==> src/sv/umv_pkg.sv <==
// ----------------------------------------------------------------------------
// UTF-8 message validator package
// Widths, limits and status codes shared by the validator and its checker.
// ----------------------------------------------------------------------------
package umv_pkg;

	localparam int LENGTH_BITS = 13;                 // internal byte counter width
	localparam int CFG_BITS    = 13;                 // max_length register width
	localparam int OUT_BITS    = 13;                 // message_length port width
	localparam int CMP_BITS    = ((LENGTH_BITS > CFG_BITS) ? LENGTH_BITS : CFG_BITS) + 1;
	localparam int CNT_MAX     = (2 ** LENGTH_BITS) - 1;
	localparam int OUT_MAX     = (2 ** OUT_BITS) - 1;
	localparam int MAX_LENGTH_RESET = 256;

	typedef enum logic [2:0] {
		ST_OK       = 3'd0,
		ST_EMPTY    = 3'd1,
		ST_TOO_LONG = 3'd2,
		ST_BAD_UTF8 = 3'd3,
		ST_BAD_CHAR = 3'd4
	} status_t;

endpackage

==> src/sv/utf8_message_validator_unit.sv <==
// ----------------------------------------------------------------------------
// UTF-8 message validator
// Strict UTF-8 decode, length limit and control character check per message.
// ----------------------------------------------------------------------------
// Path: the byte that ends a message passes the input register, then the
// result register, which drives the result channel.
// Throughput: one byte per cycle; the decode step between the two registers
// sets this figure. A stalled result holds only a message-ending byte back.
// Reset: all message state and both valids clear, max_length returns to 256.
module utf8_message_validator_unit
	import umv_pkg::*;
(
	input  logic                clk,
	input  logic                arst_n,
	// byte channel
	input  logic                data_valid,
	output logic                data_stall,
	input  logic [7:0]          data_byte,
	input  logic                last_byte,
	input  logic                empty_msg,
	// result channel
	output logic                result_valid,
	input  logic                result_stall,
	output logic [2:0]          status,
	output logic [OUT_BITS-1:0] message_length,
	// configuration write
	input  logic                cfg_valid,
	output logic                cfg_ready,
	input  logic [CFG_BITS-1:0] max_length
);

	// input register
	logic                   valid_s1;
	logic [7:0]             byte_s1;
	logic                   last_s1;
	logic                   empty_s1;

	// message state
	logic [CFG_BITS-1:0]    max_length_q;
	logic [1:0]             cont_q;
	logic [20:0]            pcp_q;
	logic [2:0]             seq_q;
	logic [LENGTH_BITS-1:0] count_q;
	logic                   too_long_q;
	logic                   bad_utf8_q;
	logic                   bad_char_q;

	// result register
	logic                   res_valid_q;
	status_t                res_status_q;
	logic [OUT_BITS-1:0]    res_len_q;

	// next-state values
	logic [1:0]             cont_nx;
	logic [20:0]            pcp_nx;
	logic [20:0]            cp_fin;
	logic [2:0]             seq_nx;
	logic [LENGTH_BITS-1:0] count_nx;
	logic                   too_long_nx;
	logic                   bad_utf8_nx;
	logic                   bad_char_nx;
	logic                   bad_utf8_fin;
	logic [CMP_BITS-1:0]    cnt_inc;
	logic [CMP_BITS-1:0]    cap;
	logic [CMP_BITS-1:0]    cnt_nx_ext;
	status_t                status_nx;
	logic [OUT_BITS-1:0]    len_nx;

	logic                   ends_msg;
	logic                   out_free;
	logic                   advance;

	assign ends_msg   = empty_s1 | last_s1;
	assign out_free   = ~res_valid_q | ~result_stall;
	assign advance    = valid_s1 & (~ends_msg | out_free);
	assign data_stall = valid_s1 & ~advance;
	assign cfg_ready  = 1'b1;

	// length count
	always_comb begin
		cnt_inc     = CMP_BITS'(count_q) + CMP_BITS'(1);
		too_long_nx = too_long_q | (cnt_inc > CMP_BITS'(max_length_q));
		cap         = CMP_BITS'(max_length_q) + CMP_BITS'(1);
		if (cap > CMP_BITS'(CNT_MAX)) begin
			cap = CMP_BITS'(CNT_MAX);
		end
		cnt_nx_ext  = (cnt_inc <= cap) ? cnt_inc : cap;
		count_nx    = cnt_nx_ext[LENGTH_BITS-1:0];
		if (cnt_nx_ext > CMP_BITS'(OUT_MAX)) begin
			len_nx = OUT_BITS'(OUT_MAX);
		end else begin
			len_nx = cnt_nx_ext[OUT_BITS-1:0];
		end
	end

	// control characters: everything below space but tab
	assign bad_char_nx = bad_char_q | ((byte_s1 < 8'h20) & (byte_s1 != 8'h09));

	// decode step
	always_comb begin
		cont_nx     = cont_q;
		pcp_nx      = pcp_q;
		seq_nx      = seq_q;
		bad_utf8_nx = bad_utf8_q;
		cp_fin      = {pcp_q[14:0], byte_s1[5:0]};
		if (bad_utf8_q) begin
			cont_nx = 2'd0;
		end else if (cont_q == 2'd0) begin
			case (byte_s1) inside
				[8'h00:8'h7F]: begin
				end
				[8'hC2:8'hDF]: begin
					seq_nx  = 3'd2;
					pcp_nx  = {16'd0, byte_s1[4:0]};
					cont_nx = 2'd1;
				end
				[8'hE0:8'hEF]: begin
					seq_nx  = 3'd3;
					pcp_nx  = {17'd0, byte_s1[3:0]};
					cont_nx = 2'd2;
				end
				[8'hF0:8'hF4]: begin
					seq_nx  = 3'd4;
					pcp_nx  = {18'd0, byte_s1[2:0]};
					cont_nx = 2'd3;
				end
				default: begin
					bad_utf8_nx = 1'b1;
				end
			endcase
		end else if (byte_s1[7:6] != 2'b10) begin
			bad_utf8_nx = 1'b1;
			cont_nx     = 2'd0;
		end else begin
			pcp_nx  = cp_fin;
			cont_nx = cont_q - 2'd1;
			// sequence complete: overlong, range and surrogate checks
			if (cont_nx == 2'd0) begin
				if (((seq_q == 3'd3) && (cp_fin < 21'h800)) ||
				    ((seq_q == 3'd4) && (cp_fin < 21'h10000)) ||
				    (cp_fin > 21'h10FFFF) ||
				    ((cp_fin >= 21'hD800) && (cp_fin <= 21'hDFFF))) begin
					bad_utf8_nx = 1'b1;
				end
			end
		end
	end

	// a sequence cut off by the last byte
	assign bad_utf8_fin = bad_utf8_nx | (cont_nx != 2'd0);

	always_comb begin
		if (too_long_nx) begin
			status_nx = ST_TOO_LONG;
		end else if (bad_utf8_fin) begin
			status_nx = ST_BAD_UTF8;
		end else if (bad_char_nx) begin
			status_nx = ST_BAD_CHAR;
		end else begin
			status_nx = ST_OK;
		end
	end

	// configuration
	always_ff @(posedge clk or negedge arst_n) begin
		if (!arst_n) begin
			max_length_q <= CFG_BITS'(MAX_LENGTH_RESET);
		end else if (cfg_valid && cfg_ready) begin
			max_length_q <= max_length;
		end
	end

	// input register
	always_ff @(posedge clk or negedge arst_n) begin
		if (!arst_n) begin
			valid_s1 <= 1'b0;
		end else if (!data_stall) begin
			valid_s1 <= data_valid;
		end
	end

	always_ff @(posedge clk) begin
		if (data_valid && !data_stall) begin
			byte_s1  <= data_byte;
			last_s1  <= last_byte;
			empty_s1 <= empty_msg;
		end
	end

	// message state
	always_ff @(posedge clk or negedge arst_n) begin
		if (!arst_n) begin
			cont_q     <= 2'd0;
			pcp_q      <= 21'd0;
			seq_q      <= 3'd0;
			count_q    <= '0;
			too_long_q <= 1'b0;
			bad_utf8_q <= 1'b0;
			bad_char_q <= 1'b0;
		end else if (advance) begin
			if (ends_msg) begin
				cont_q     <= 2'd0;
				pcp_q      <= 21'd0;
				seq_q      <= 3'd0;
				count_q    <= '0;
				too_long_q <= 1'b0;
				bad_utf8_q <= 1'b0;
				bad_char_q <= 1'b0;
			end else begin
				cont_q     <= cont_nx;
				pcp_q      <= pcp_nx;
				seq_q      <= seq_nx;
				count_q    <= count_nx;
				too_long_q <= too_long_nx;
				bad_utf8_q <= bad_utf8_nx;
				bad_char_q <= bad_char_nx;
			end
		end
	end

	// result register
	always_ff @(posedge clk or negedge arst_n) begin
		if (!arst_n) begin
			res_valid_q <= 1'b0;
		end else if (advance && ends_msg) begin
			res_valid_q <= 1'b1;
		end else if (!result_stall) begin
			res_valid_q <= 1'b0;
		end
	end

	always_ff @(posedge clk) begin
		if (advance && ends_msg) begin
			if (empty_s1) begin
				res_status_q <= ST_EMPTY;
				res_len_q    <= '0;
			end else begin
				res_status_q <= status_nx;
				res_len_q    <= len_nx;
			end
		end
	end

	assign result_valid   = res_valid_q;
	assign status         = res_status_q;
	assign message_length = res_len_q;

endmodule

==> config.mk <==
export PLATFORM = sky130hd
export DESIGN_NAME = utf8_message_validator_unit
export DESIGN_NICKNAME = d
export VERILOG_FILES = /design/src/sv/umv_pkg.sv /design/src/sv/utf8_message_validator_unit.sv
export SDC_FILE = /design/constraint.sdc
export NUM_CORES = 1
export LEC_CHECK = 0
export ABC_AREA = 1
export BUFFER_PORTS_ARGS = -buffer_cell sky130_fd_sc_hd__buf_4
export CORE_UTILIZATION = 39
export CTS_CLUSTER_DIAMETER = 30
export DETAILED_ROUTE_END_ITERATION = 7
export MAX_ROUTING_LAYER = met4
export SLEW_MARGIN = 5
export SYNTH_ARGS = -nofsm -noshare
export SYNTH_HDL_FRONTEND = slang
export SYNTH_SLANG_ARGS = --single-unit
==> constraint.sdc <==
create_clock -name clk -period 2.9 [get_ports clk]
set_clock_uncertainty 0.2 [all_clocks]
set_input_delay 0.58 -clock clk [delete_from_list [all_inputs] [get_ports clk]]
set_output_delay 0.58 -clock clk [all_outputs]
set_load 0.005 [all_outputs]
* Word level (Yosys, flattened, before mapping)
Index checks and enable logic that the tools add are counted.
** Storage, ports and cells
- Output and inout bits :: 19
- Word-level logic and storage cells :: 125
- Flip-flop bits (word level) :: 77
** Operators by class
- Eq/ne operators :: 10
- Reduce and logical (&&, ||, !) cells :: 21
- Add/subtract/negate cells :: 3
- $lt $le $gt $ge :: 18
- Multiplexer cells :: 44
- Bitwise gates (word level) :: 13
** Operator list (number)
- $mux W15 :: 8
- $add A13 B1 Y14 const B :: 2
- $gt A14 B13 Y1 const B :: 2
- $mux W14 :: 2
- $mux W13 :: 2
- $ge A8 B8 Y1 const B :: 3
- $le A8 B8 Y1 const B :: 3
- $mux W3 :: 8
- $ge A21 B16 Y1 const B :: 1
- $gt A21 B21 Y1 const B :: 1
- $le A21 B16 Y1 const B :: 1
- $lt A21 B12 Y1 const B :: 1
- $lt A21 B17 Y1 const B :: 1
- $mux W2 :: 10
- $gt A14 B13 Y1 :: 1
- $le A14 B14 Y1 :: 1
- $mux W1 :: 14
- $reduce_and A5 Y1 :: 2
- $logic_and A1 B1 Y1 :: 9
- $ge A8 B1 Y1 const B :: 1
- $le A8 B7 Y1 const B :: 1
- $lt A8 B6 Y1 const B :: 1
- $ne A8 B4 Y1 const B :: 1
- $ne A3 B3 Y1 const B :: 2
- 15 further kinds :: 31

* Depth between registers and ports, before layout
- Depth after elaboration :: 13
- Gate-level depth with buffers :: 21
- Gate-level depth less buffers :: 19

* Worst setup path after synthesis
OpenSTA, ideal clock, no wires.
- Kind :: flip-flop to flip-flop
- From :: register count_q[0]
- To :: register res_len_q[4], in the netlist message_length[4] (data pin)
- Clock period less this slack :: 3.106 ns
- Data arrival time :: 2.636 ns
- Path slack :: -0.206 ns
- Cell stages (with the launch flop) :: 18
- Cell sequence :: dfrtp_1 -> ha_1 -> nand2_1 -> nor2_1 -> nand2_1 -> nor2_2 -> nand3_1 -> xor2_1 -> inv_1 -> ha_1 -> nand2_2 -> nor4_4 -> nand4_2 -> nand2_2 -> buf_6 -> nand2_1 -> nand2_2 -> a21oi_1
** On the way
- Word-level cells in the longest chain between the ends :: 5
** RTL lines
- start, declared :: RTL line utf8_message_validator_unit.sv:43 : logic [LENGTH_BITS-1:0] count_q;
- start signal, assigned :: RTL line utf8_message_validator_unit.sv:213 : count_q <= count_nx;
- $add A13 B1 Y14 * :: RTL line utf8_message_validator_unit.sv:81 : cnt_inc = CMP_BITS'(count_q) + CMP_BITS'(1);
- $le A14 B14 Y1 :: RTL line utf8_message_validator_unit.sv:87 : cnt_nx_ext = (cnt_inc <= cap) ? cnt_inc : cap;
- $mux W14 * :: RTL line utf8_message_validator_unit.sv:87
- $gt A14 B13 Y1 :: RTL line utf8_message_validator_unit.sv:89 : if (cnt_nx_ext > CMP_BITS'(OUT_MAX)) begin
- $mux W13 * :: RTL line utf8_message_validator_unit.sv:89
- end signal, assigned :: RTL line utf8_message_validator_unit.sv:239 : res_len_q <= len_nx;
- end, declared :: RTL line utf8_message_validator_unit.sv:51 : logic [OUT_BITS-1:0] res_len_q;
Mark *: on every way between the ends. The rest lies on a longest branch, timed or not.
A chain may end at the register's enable or synchronous reset.

* Worst setup path in the final report
- From :: register count_q[0]
- To :: register res_status_q[0], in the netlist status[0] (data pin)
** On the way
- Word-level cells in the longest chain between the ends :: 4
** RTL lines
- $add A13 B1 Y14 :: RTL line utf8_message_validator_unit.sv:81
- $gt A14 B13 Y1 :: RTL line utf8_message_validator_unit.sv:82 : too_long_nx = too_long_q | (cnt_inc > CMP_BITS'(max_length_q));
- $or A1 B1 Y1 :: RTL line utf8_message_validator_unit.sv:82
- $mux W2 :: RTL line utf8_message_validator_unit.sv:153 : if (too_long_nx) begin
- end signal, assigned :: RTL line utf8_message_validator_unit.sv:238 : res_status_q <= status_nx;
- end, declared :: RTL line utf8_message_validator_unit.sv:50 : status_t res_status_q;
No other way between the ends.

==> flow_metrics.tcl <==
set metrics [dict create \
    clk_latency_ns 0.35 \
    period_needed_ns 3.20 \
    met2_usage_pct 36.6 \
    die_w_um 113 \
    synth_top_area_cell "dfrtp_1" \
    hold_viol 0 \
    area_growth_pct 44.7 \
    crit_arrival_ns 3.10 \
    finalWirelength_um 12500 \
    synth_area_leaders "dfrtp_1 26%, edfxtp_1 16%, nand2_1 10%" \
    clockBufferDepth 2 \
    r2r_setup_slack_ns -0.30 \
    ys_top_cells_by_count "133 x nand2_1, 84 x inv_1, 58 x nand3_1" \
    cts.reportedPaths.clkPinSlew_ns 0.06 \
    yosys.area.top_type_share_pct 25.8 \
    pre_cts_ws_ns -0.321 \
    cap_violations 0 \
    worstReg2RegEnd "status[0]$_SDFFCE_PP1P_" \
    rsz0062_at_grt "yes" \
    synth-edff-count 26 \
    fillers 1055 \
    crit_fanout 3 \
    top_usage_layer "met2" \
    track_usage_pct 20.8 \
    dp_hpwl_um 8840 \
    core_mm2 0.0121 \
    synth_top_family_by_area "simple AND/OR/NAND/NOR gates" \
    synth_compound_area_share_pct 11.1 \
    row_count 40 \
    path_cells "ha_4 -> nand2_4 -> nor2_4 -> nand2_2 -> nor2_4 -> nand3_1 -> xor2_1 -> inv_1 -> buf_4 -> buf_4 -> buf_4 -> ha_4 -> inv_2 -> a31oi_4 -> nand4_1 -> nand2_1 -> nand2_2 -> nand2_2 -> inv_2 -> nand2_1 -> nand2_1" \
    r2r_cells 21 \
    ys_warn_count 0 \
    synth-simple-area-share_pct 26.3 \
    period_share_pct 110 \
    status "finished, violations left" \
    slowest_stage "dfrtp_1" \
    drtIter0Drc 183 \
    timing.rr.start "count_q[0]$_DFFE_PN0P_" \
    seq_area_frac_synth_pct 42.5 \
    grt_pass1_wl_um 20300 \
    antenna_found_initial 0 \
    drc 0 \
    worstSetupEndpointType "register" \
    dieArea_mm2 0.0129 \
    power.density_mw_per_mm2 449 \
    routed_via_density 4.86 \
    drv_slew 0 \
    stdcell_area_mm2 0.00701 \
    clkSinkCount 77 \
    cp-start-kind "register" \
    synth.area.mux_share_pct 0.207 \
    synth_cells 606 \
    worst_pin_slew_ns 0.672 \
    antenna_left 0 \
    cts_max_level 3 \
    avgSynthCellArea_um2 7.99 \
    totalPowerFinal_mw 3.15 \
    io_pins 47 \
    violations "setup timing" \
    async_reset_ff_share_pct 66.2 \
    peakVddDrop_uv 364 \
    numCtsBuffers 9 \
    netlist-cell-type-count 40 \
    firstDrtPassIters 4 \
    fin_ws_ns -0.299 \
    crit_required_ns 2.80 \
    hp-class "in2async" \
    leakagePower_nw 3.36 \
    cts_hold_buffers 0 \
    start_util_pct 40.2 \
    timing.fmax_ghz 0.313 \
    finalSetupViolCount 30 \
    critPathKind "reg2reg" \
    synth_fa_ha_area_share_pct 8.27 \
    io_buffers 45 \
    syn_area_mm2 0.00484 \
    wl_per_cell_um 13.3 \
    die_h_um 113 \
    dpl_cell_area_mm2 0.00596 \
    dominantRegCellSynth "dfrtp_1" \
    grt_start_max_net_pins 52 \
    drive_gt1_share_pct 37.4 \
    yosysMostFrequentCell "nand2_1" \
    setup_tns_ns -6.51 \
    synth-seq-cells 77 \
    diodes 0 \
    synth_xor_area_share_pct 1.99 \
    gr-usage-met1_pct 23.1 \
    cts_tree "yes" \
    gp_congestion 0.853 \
    via_count 4573 \
    max_stage_delay_ns 0.41 \
    first_global_vias 4596 \
    grt_use_met3_pct 4.41 \
    maxSlewHeadroom_pct 55.2 \
    root_buffer "clkbuf_16" \
    nNetsFinal 828 \
    grt_overflow_total 0 \
]
-- worst max-delay path: cells and delay by family (launching register included) --
| family | cells | cell delay (ns) |
|---|---|---|
| AOI/OAI and AO/OA | 1 | 0.15 |
| xor gates and xnor gates | 1 | 0.19 |
| adders and majority gates | 2 | 0.45 |
| buffers and inverters | 6 | 0.61 |
| and+or+nand+nor | 11 | 0.92 |
| DFF | 1 | 0.41 |
-- routing by layer --
metal,routed length (µm),vias up
li1,-,2321
met1,5150,2127
met2,6520,97
met3,488,28
met4,333,0
met5,0,-
-- where the power goes --
part           internal, mW  switching (mW)
Clock                 0.713           0.429
Combinational         0.331           0.395
Sequential             1.22          0.0581
-- kinds of logic (layout without fill, tap and decap cells) --
| group | count (synthesis) | in the layout |
|---|---|---|
| and+or+nand+nor | 281 | 282 |
| buffers and inverters | 107 | 272 |
| AOI/OAI and AO/OA | 96 | 96 |
| DFF | 77 | 77 |
| adders and majority gates | 32 | 32 |
| xor gates and xnor gates | 11 | 11 |
| other | 1 | 2 |
| muxes | 1 | 1 |
-- stage by stage --
stage / utilization, % / hold slack, ns / cells
2_1_floorplan: - / 0.0844 / 607
3_3_place_gp: 49.4 / 0.303 / 893
3_5_place_dp: 49.4 / 0.304 / 893
4_1_cts: 55.3 / 0.0875 / 931
5_1_grt: 58.1 / 0.125 / 941
6_report: 58.1 / 0.0542 / 941
-- worst max path at each step --
stage / from / to / slack [ns]
after floorplan: count_q[0]$_DFFE_PN0P_ / message_length[4]$_SDFFCE_PP0P_ / -0.06
final: count_q[0]$_DFFE_PN0P_ / status[0]$_SDFFCE_PP1P_ / -0.30
after global routing: max_length_q[8]$_DFFE_PN1P_ / message_length[10]$_SDFFCE_PP0P_ / -0.46
after global placement: max_length_q[8]$_DFFE_PN1P_ / message_length[9]$_SDFFCE_PP0P_ / -0.24
after detailed placement: max_length_q[8]$_DFFE_PN1P_ / message_length[11]$_SDFFCE_PP0P_ / -0.32
after CTS: count_q[1]$_DFFE_PN0P_ / message_length[10]$_SDFFCE_PP0P_ / -0.24
-- cell usage in the layout (no fill, tap or decap), types with 10 or more instances in the layout --
cell | synthesis | layout
nand2_1 | 133 | 109
a21oi_1 | 26 | 21
o21ai_0 | 31 | 28
nand3_1 | 58 | 46
nor2_1 | 48 | 40
nand4_1 | 10 | 10
ha_1 | 32 | 22
o21ai_1 | 21 | 21
edfxtp_1 | 26 | 26
inv_1 | 84 | 77
nand3_2 | 2 | 14
inv_2 | 6 | 13
buf_6 | 7 | 12
ha_4 | 0 | 10
nand2_2 | 8 | 26
buf_4 | 2 | 150
dfrtp_1 | 50 | 50
-- cell type report --
| type | instances | area [µm²] | area share, % |
|---|---|---|---|
| multi-input combinational | 424 | 2780 | 39.7 |
| sequential | 77 | 2060 | 29.4 |
| timing repair buffer | 165 | 1320 | 18.8 |
| inverter | 91 | 342 | 4.87 |
| clock buffer | 13 | 260 | 3.71 |
| tap | 168 | 210 | 3.00 |
| clock inverter | 3 | 43.8 | 0.625 |
-- sequential cells by signal (all words and copies together), names as in the netlist --
register / count
bad_char_q: 1
bad_utf8_q: 1
byte_s1: 8
cont_q: 2
count_q: 13
empty_s1: 1
last_s1: 1
max_length_q: 13
message_length: 13
pcp_q: 15
result_valid: 1
seq_q: 3
status: 3
too_long_q: 1
valid_s1: 1
-- repair_timing --
item / in CTS / in global routing
pin swaps: 31 / 30
gates resized for setup: 56 / 56
cloned: 0 / 1
setup buffers: 22 / 10
endpoints found under the setup margin: 30 / 30
Note: power is estimated with default switching activity, not from simulation.
